==> src/rtl/lpbd_pkg.sv <==
package lpbd_pkg;

  localparam int SLOTS_DEF    = 8;
  localparam int AGE_BITS_DEF = 16;
  localparam int ADDR_W       = 32;
  localparam int SLOT_W       = 3;

  localparam logic FN_GET     = 1'b0;
  localparam logic FN_RELEASE = 1'b1;

  typedef enum logic [1:0] {
    ST_IDLE,
    ST_SCAN,
    ST_TAIL,
    ST_COMMIT
  } state_t;

  typedef struct packed {
    logic [SLOT_W-1:0] slot;
    logic              hit;
    logic              load_page;
    logic              write_back;
    logic [ADDR_W-1:0] write_back_addr;
  } result_t;

endpackage

==> src/rtl/lpbd_ram.sv <==
module lpbd_ram #(
  parameter int DEPTH = lpbd_pkg::SLOTS_DEF,
  parameter int WIDTH = lpbd_pkg::ADDR_W + lpbd_pkg::AGE_BITS_DEF
) (
  input  logic                     clk,
  input  logic                     rd_en,
  input  logic [$clog2(DEPTH)-1:0] rd_addr,
  output logic [WIDTH-1:0]         rd_data,
  input  logic                     wr_en,
  input  logic [$clog2(DEPTH)-1:0] wr_addr,
  input  logic [WIDTH-1:0]         wr_data
);

  logic [WIDTH-1:0] mem [DEPTH];

  always_ff @(posedge clk) begin
    if (wr_en) begin
      mem[wr_addr] <= wr_data;
    end
  end

  always_ff @(posedge clk) begin
    if (rd_en) begin
      rd_data <= mem[rd_addr];
    end
  end

endmodule

==> src/rtl/lpbd_ctrl.sv <==
module lpbd_ctrl #(
  parameter int SLOTS    = lpbd_pkg::SLOTS_DEF,
  parameter int AGE_BITS = lpbd_pkg::AGE_BITS_DEF
) (
  input  logic                                 clk,
  input  logic                                 rst,
  input  logic                                 in_accept,
  input  logic                                 func,
  input  logic [lpbd_pkg::ADDR_W-1:0]          page_addr,
  input  logic                                 out_free,
  output logic                                 busy,
  output logic                                 res_load,
  output lpbd_pkg::result_t                    res,
  output logic                                 rd_en,
  output logic [$clog2(SLOTS)-1:0]             rd_addr,
  input  logic [lpbd_pkg::ADDR_W+AGE_BITS-1:0] rd_data,
  output logic                                 wr_en,
  output logic [$clog2(SLOTS)-1:0]             wr_addr,
  output logic [lpbd_pkg::ADDR_W+AGE_BITS-1:0] wr_data
);

  localparam int IDX_W = $clog2(SLOTS);

  lpbd_pkg::state_t state, state_next;

  logic [IDX_W-1:0]            cnt;
  logic                        proc_vld;
  logic [IDX_W-1:0]            proc_idx;
  logic [SLOTS-1:0]            valid_q;
  logic                        op_get;
  logic [lpbd_pkg::ADDR_W-1:0] addr;
  logic                        hit_found;
  logic [IDX_W-1:0]            hit_idx;
  logic                        empty_found;
  logic [IDX_W-1:0]            empty_idx;
  logic [AGE_BITS-1:0]         best_age;
  logic [IDX_W-1:0]            max_idx;
  logic [lpbd_pkg::ADDR_W-1:0] best_tag;
  logic                        rel_any;

  logic [lpbd_pkg::ADDR_W-1:0] tag_j;
  logic [AGE_BITS-1:0]         age_j;
  logic [AGE_BITS-1:0]         aged;
  logic                        match;
  logic [IDX_W-1:0]            use_idx;
  logic                        evict;

  assign tag_j = rd_data[lpbd_pkg::ADDR_W+AGE_BITS-1:AGE_BITS];
  assign age_j = rd_data[AGE_BITS-1:0];
  assign aged  = (age_j == {AGE_BITS{1'b1}}) ? age_j : age_j + AGE_BITS'(1);
  assign match = valid_q[proc_idx] && (tag_j == addr);
  assign evict = !hit_found && !empty_found;

  always_comb begin
    priority if (hit_found) begin
      use_idx = hit_idx;
    end else if (empty_found) begin
      use_idx = empty_idx;
    end else begin
      use_idx = max_idx;
    end
  end

  always_comb begin
    state_next = state;
    unique case (state)
      lpbd_pkg::ST_IDLE:   if (in_accept) state_next = lpbd_pkg::ST_SCAN;
      lpbd_pkg::ST_SCAN:   if (cnt == IDX_W'(SLOTS - 1)) state_next = lpbd_pkg::ST_TAIL;
      lpbd_pkg::ST_TAIL:   state_next = lpbd_pkg::ST_COMMIT;
      lpbd_pkg::ST_COMMIT: if (out_free) state_next = lpbd_pkg::ST_IDLE;
      default:             state_next = lpbd_pkg::ST_IDLE;
    endcase
  end

  always_comb begin
    busy     = (state != lpbd_pkg::ST_IDLE);
    rd_en    = (state == lpbd_pkg::ST_SCAN);
    rd_addr  = cnt;
    res_load = (state == lpbd_pkg::ST_COMMIT) && out_free;
    wr_en    = 1'b0;
    wr_addr  = proc_idx;
    wr_data  = {tag_j, aged};
    if (proc_vld && op_get) begin
      wr_en = 1'b1;
    end else if (res_load && op_get) begin
      wr_en   = 1'b1;
      wr_addr = use_idx;
      wr_data = {addr, {AGE_BITS{1'b0}}};
    end
  end

  always_comb begin
    if (op_get) begin
      res.slot            = lpbd_pkg::SLOT_W'(use_idx);
      res.hit             = hit_found;
      res.load_page       = !hit_found;
      res.write_back      = evict;
      res.write_back_addr = evict ? best_tag : '0;
    end else begin
      res.slot            = '0;
      res.hit             = 1'b0;
      res.load_page       = 1'b0;
      res.write_back      = rel_any;
      res.write_back_addr = rel_any ? addr : '0;
    end
  end

  always_ff @(posedge clk) begin
    if (rst) begin
      state    <= lpbd_pkg::ST_IDLE;
      cnt      <= '0;
      proc_vld <= 1'b0;
      valid_q  <= '0;
    end else begin
      state    <= state_next;
      proc_vld <= (state == lpbd_pkg::ST_SCAN);
      if (in_accept) begin
        cnt <= '0;
      end else if (state == lpbd_pkg::ST_SCAN) begin
        cnt <= cnt + IDX_W'(1);
      end
      if (proc_vld && !op_get && match) begin
        valid_q[proc_idx] <= 1'b0;
      end
      if (res_load && op_get) begin
        valid_q[use_idx] <= 1'b1;
      end
    end
  end

  always_ff @(posedge clk) begin
    proc_idx <= cnt;
    if (in_accept) begin
      op_get      <= (func == lpbd_pkg::FN_GET);
      addr        <= page_addr;
      hit_found   <= 1'b0;
      empty_found <= 1'b0;
      rel_any     <= 1'b0;
    end else if (proc_vld) begin
      if (op_get) begin
        if (match && !hit_found) begin
          hit_found <= 1'b1;
          hit_idx   <= proc_idx;
        end
        if (!valid_q[proc_idx] && !empty_found) begin
          empty_found <= 1'b1;
          empty_idx   <= proc_idx;
        end
        if (proc_idx == '0 || aged > best_age) begin
          best_age <= aged;
          max_idx  <= proc_idx;
          best_tag <= tag_j;
        end
      end else if (match) begin
        rel_any <= 1'b1;
      end
    end
  end

endmodule

==> src/rtl/lru_page_buffer_directory.sv <==
// Each request sweeps the slots one per cycle through the tag/age memory's
// single read port; a new request is taken only once the previous result has
// been moved into the output register.
// A new request is taken while the previous result still waits at the output.
// Reset clears the slot valid bits and the control state; tag and age memory
// contents need no clearing.
module lru_page_buffer_directory #(
  parameter int SLOTS    = lpbd_pkg::SLOTS_DEF,
  parameter int AGE_BITS = lpbd_pkg::AGE_BITS_DEF
) (
  input  logic                              clk,
  input  logic                              rst,
  input  logic                              in_valid,
  output logic                              in_stall,
  input  logic                              func,
  input  logic [lpbd_pkg::ADDR_W-1:0]       page_addr,
  output logic                              out_valid,
  input  logic                              out_stall,
  output logic [lpbd_pkg::SLOT_W-1:0]       slot,
  output logic                              hit,
  output logic                              load_page,
  output logic                              write_back,
  output logic [lpbd_pkg::ADDR_W-1:0]       write_back_addr
);

  localparam int IDX_W = $clog2(SLOTS);
  localparam int MEM_W = lpbd_pkg::ADDR_W + AGE_BITS;

  logic              busy;
  logic              in_accept;
  logic              out_free;
  logic              res_load;
  lpbd_pkg::result_t res;
  logic              rd_en;
  logic [IDX_W-1:0]  rd_addr;
  logic [MEM_W-1:0]  rd_data;
  logic              wr_en;
  logic [IDX_W-1:0]  wr_addr;
  logic [MEM_W-1:0]  wr_data;

  assign in_stall  = busy;
  assign in_accept = in_valid && !busy;
  assign out_free  = !out_valid || !out_stall;

  lpbd_ctrl #(
    .SLOTS    (SLOTS),
    .AGE_BITS (AGE_BITS)
  ) u_ctrl (
    .clk       (clk),
    .rst       (rst),
    .in_accept (in_accept),
    .func      (func),
    .page_addr (page_addr),
    .out_free  (out_free),
    .busy      (busy),
    .res_load  (res_load),
    .res       (res),
    .rd_en     (rd_en),
    .rd_addr   (rd_addr),
    .rd_data   (rd_data),
    .wr_en     (wr_en),
    .wr_addr   (wr_addr),
    .wr_data   (wr_data)
  );

  lpbd_ram #(
    .DEPTH (SLOTS),
    .WIDTH (MEM_W)
  ) u_ram (
    .clk     (clk),
    .rd_en   (rd_en),
    .rd_addr (rd_addr),
    .rd_data (rd_data),
    .wr_en   (wr_en),
    .wr_addr (wr_addr),
    .wr_data (wr_data)
  );

  always_ff @(posedge clk) begin
    if (rst) begin
      out_valid <= 1'b0;
    end else if (res_load) begin
      out_valid <= 1'b1;
    end else if (!out_stall) begin
      out_valid <= 1'b0;
    end
  end

  always_ff @(posedge clk) begin
    if (res_load) begin
      slot            <= res.slot;
      hit             <= res.hit;
      load_page       <= res.load_page;
      write_back      <= res.write_back;
      write_back_addr <= res.write_back_addr;
    end
  end

  a_accept_no_result: assert property (@(posedge clk) disable iff (rst)
    in_accept |=> !res_load)
    else $error("result produced right after request transfer");

  a_hit_no_load: assert property (@(posedge clk) disable iff (rst)
    (out_valid && hit) |-> (!load_page && !write_back))
    else $error("hit result asks for load or write-back");

  a_wb_addr_zero: assert property (@(posedge clk) disable iff (rst)
    (out_valid && !write_back) |-> (write_back_addr == '0))
    else $error("write-back address set without write-back");

  a_load_blocked: assert property (@(posedge clk) disable iff (rst)
    (out_valid && out_stall) |-> !res_load)
    else $error("result loaded over a stalled output");

endmodule
==> config.mk <==
export PLATFORM = sky130hd
export DESIGN_NAME = lru_page_buffer_directory
export DESIGN_NICKNAME = d
export VERILOG_FILES = /design/src/rtl/lpbd_pkg.sv /design/src/rtl/lpbd_ram.sv /design/src/rtl/lpbd_ctrl.sv /design/src/rtl/lru_page_buffer_directory.sv
export SDC_FILE = /design/constraint.sdc
export NUM_CORES = 1
export LEC_CHECK = 0
export ABC_CLOCK_PERIOD_IN_PS = 9370
export BUFFER_PORTS_ARGS = -buffer_cell sky130_fd_sc_hd__buf_2
export CAP_MARGIN = 30
export CORE_AREA = 2 2 213 320
export CTS_CLUSTER_SIZE = 16
export DETAILED_ROUTE_END_ITERATION = 7
export DIE_AREA = 0 0 215 322
export PLACE_DENSITY_LB_ADDON = 0.2
export SETUP_SLACK_MARGIN = 0.4
export SYNTH_ARGS = -nofsm -noshare
export SYNTH_HDL_FRONTEND = slang
export SYNTH_HIERARCHICAL = 1
export SYNTH_SLANG_ARGS = --single-unit
==> constraint.sdc <==
create_clock -name clk -period 9.37 [get_ports clk]
set_clock_uncertainty 0.1 [all_clocks]
set_input_delay 1.874 -clock clk [delete_from_list [all_inputs] [get_ports clk]]
set_output_delay 1.874 -clock clk [all_outputs]
set_load 0.03 [all_outputs]
==> flow_metrics.py <==
metrics = {
    "run_status": {
        "outcome": "finished clean",
    },
    "pwr": {
        "finalPower_mw": 6.84,
        "leakage_nw": 8.60,
        "power_density_nw_per_um2": 260,
        "vdd_drop_max_mv": 0.167,
    },
    "global_route": {
        "grt-ovfl-total": 0,
        "gr-usage-met2_pct": 26.6,
        "antenna_found_initial": 0,
        "grt_first_pass_wirelength_um": 76300,
        "grt_use_met1_pct": 18.3,
        "grt_pass1_vias": 11800,
        "use_met3_pct": 2.46,
        "grt_max_degree": 63,
        "top_usage_layer": "met2",
        "grt_use_total_pct": 14.8,
    },
    "synthesis": {
        "yosysWarningCount": 6,
        "syn_area_per_cell_um2": 19.2,
        "syn_area_um2": 23100,
        "synth_edf_count": 560,
        "synthArstFlopShare_pct": 0,
        "synth.yosys.seq_area_share_pct": 74.7,
        "ys_types": 59,
        "synth_cells": 1199,
        "synthFlopType": "edfxtp_1",
        "synth-seq-cells": 581,
        "syn_nets": 1260,
    },
    "routing": {
        "wire_per_inst_um": 22.7,
        "drtIter0Drc": 721,
        "vias": 11100,
        "wl_um": 50700,
        "remaining_drc_errors": 0,
        "final_antenna_net_count": 0,
        "dr.pass1.iters": 5,
        "viasPerCell": 4.98,
    },
    "critical_path": {
        "startpoint_type": "primary input",
        "path_max_fanout": 53,
        "crit_path_end": "u_ram/mem[1][15]",
        "r2r_end": "u_ctrl/best_tag[4]",
        "crit_slowest_cell": "or2_4",
        "required_ns": 9.51,
        "r2r-start": "u_ram/rd_data[5]",
        "cp_top_family": "simple AND/OR/NAND/NOR gates",
        "max_stage_delay_ns": 0.73,
        "r2r_slack_ns": 5.23,
        "rr_worst_depth": 12,
        "crit_start": "out_stall",
        "cp.arrival_ns": 4.99,
        "endpoint_kind": "flop",
        "critical_path_depth": 9,
        "path_class": "primary input to flop",
        "crit_chain": "buf_2, nand2_1, and2_2, nand2_1, or2_4, o21ai_0, nand2b_1, nor2_4, buf_4",
        "cp_common_cell": "nand2_1",
        "crit_buf_inv": 2,
    },
    "sta": {
        "grt_setup_unrepaired": "false",
        "tightestPinTransition_ns": 0.910,
        "drv_slew": 0,
        "setup_viol": 0,
        "relSlewSlack_pct": 38.8,
        "max_freq_mhz": 206,
        "finalHoldViolCount": 0,
        "period_share_pct": 51.8,
        "setup_tns_ns": 0,
        "post-route-min-period_ns": 4.86,
    },
    "floorplan": {
        "io_pins": 77,
        "initial_core_util_pct": 34.7,
        "placeableCoreArea_um2": 66500,
        "rows": 116,
        "fp.dieH_um": 322,
        "die_w_um": 215,
        "dieArea_um2": 69200,
    },
    "cells_and_area": {
        "drive_gt1_share_pct": 25.7,
        "final_common_cell": "edfxtp_1",
        "multi_input_area_um2": 5510,
        "diodes": 0,
        "fillers": 6061,
        "area_delta_synth_final_pct": 13.9,
        "seq_area_um2": 17200,
        "layout.nets": 1361,
        "layout_common_cells": "edfxtp_1, nand2_1, mux4_2",
    },
    "clocking": {
        "ctsRootBufferMaster": "clkbuf_16",
        "clk_latency_ns": 0.61,
        "cts_resized": 0,
        "cts_hold_buffers": 0,
        "path_clk_slew_ns": 0.06,
        "post_cts_buffers": 0,
        "cts_tree": "built",
        "cts_buffers": 54,
        "h-tree-depth": 2,
        "cts.sinks": 581,
        "clk_path_buf_depth": 3,
    },
    "place": {
        "dp.final_hpwl_um": 28300,
        "portBuffers": 76,
        "gp_congestion": 0.684,
    },
    "flow_run": {
        "max_cap_violations": 0,
    },
    "worst_hold_path": {
        "hp-class": "flop to flop",
    },
}
state kept, by name (all words and copies together) (netlist names):
signal	count
u_ram/mem	384
u_ctrl/state	2
u_ctrl/proc_vld	1
u_ctrl/empty_found	1
u_ctrl/op_get	1
u_ctrl/proc_idx	3
u_ctrl/rd_addr	3
slot	3
write_back	1
u_ctrl/hit_idx	3
u_ctrl/valid_q	8
u_ctrl/best_tag	32
u_ctrl/empty_idx	3
u_ctrl/rel_any	1
u_ctrl/addr	32
u_ctrl/hit_found	1
u_ctrl/max_idx	3
write_back_addr	32
u_ctrl/best_age	16
u_ram/rd_data	48
out_valid	1
hit	1
load_page	1
how the worst min path moves through the flow:
stage                      start                  to  slack (ns)  depth (start not counted)
2_1_floorplan  u_ctrl/rd_addr[2]  u_ctrl/proc_idx[2]        0.27                          0
3_3_place_gp   u_ctrl/valid_q[2]   u_ctrl/valid_q[2]        0.35                          2
3_5_place_dp   u_ctrl/valid_q[2]   u_ctrl/valid_q[2]        0.35                          2
4_1_cts        u_ctrl/valid_q[2]   u_ctrl/valid_q[2]        0.36                          2
5_1_grt        u_ctrl/valid_q[0]   u_ctrl/valid_q[0]        0.38                          2
6_report       u_ctrl/valid_q[2]   u_ctrl/valid_q[2]        0.36                          2
power breakdown:
group	internal, mW	leakage (nW)	switching, mW	total [mW]
sequential	3.31	5.25	0.175	3.49
clock	1.21	0.826	0.948	2.16
combinational	0.468	2.52	0.724	1.19
Yosys cell counts, drive strengths merged, types with 3 or more instances:
cell / number / area, um2
nor2b: 12 / 75.1
a21oi: 22 / 110
nand4: 12 / 75.1
xor2: 19 / 166
a21o: 5 / 37.5
nor4: 6 / 52.6
nor3: 9 / 50.1
a22o: 32 / 280
nand2: 118 / 443
clkbuf: 32 / 121
mux4: 96 / 2170
mux2: 49 / 702
and3: 6 / 42.5
dfxtp: 21 / 420
xnor2: 23 / 201
mux2i: 8 / 80.1
nand2b: 3 / 18.8
and2: 19 / 119
nand3: 14 / 82.6
nor2: 22 / 82.6
ha: 24 / 300
and4: 3 / 26.3
o21ai: 10 / 53.8
edfxtp: 560 / 16800
a31oi: 3 / 33.8
buf: 21 / 193
inv: 27 / 101
o41ai: 4 / 42.6
worst register-to-register path, stage by stage (launching register included):
cell and delay [ns]:
edfxtp_1 0.46, and4_1 0.28, and4_1 0.34, a31oi_4 0.30
nand3_1 0.12, xnor2_1 0.17, ha_1 0.33, nand4_1 0.14
a21oi_1 0.17, o21ai_0 0.11, a21oi_1 0.35, o21ba_2 0.18
buf_4 0.66
kinds of logic after synthesis:
family	share of synthesized area, %
and+or+nand+nor	4.85
buffers and inverters	1.80
muxes	12.8
AOI/OAI and AO/OA	2.94
xor gates and xnor gates	1.59
adders and majority gates	1.30
DFF	74.7
layout make-up:
type	instances	share of cell area [%]
sequential	581	65.6
multi-input combinational	538	21.0
clock buffer	67	5.37
timing repair buffer	98	2.24
inverter	27	0.386
clock inverter	31	1.16
tap	885	4.21
stage by stage:
stage | std cells | hold WS, ns | setup WS [ns] | instance area, um2 | util [%]
floorplan | 1199 | 0.266 | 1.44 | 23100 | -
global route | 2227 | 0.377 | 4.29 | 26300 | 39.5
global placement | 2126 | 0.350 | 3.52 | 24500 | 36.8
detailed placement | 2127 | 0.354 | 3.77 | 24500 | 36.9
CTS | 2225 | 0.362 | 4.41 | 26200 | 39.4
finish | 2227 | 0.360 | 4.51 | 26300 | 39.5
routing by layer:
metal  up-vias  share of wire [%]
li1       4954                  -
met1      5837                 42
met2       217                 52
met3        73                3.9
met4         0                2.2
met5         -                  0
No activity file was read; power rests on OpenSTA's default activity.
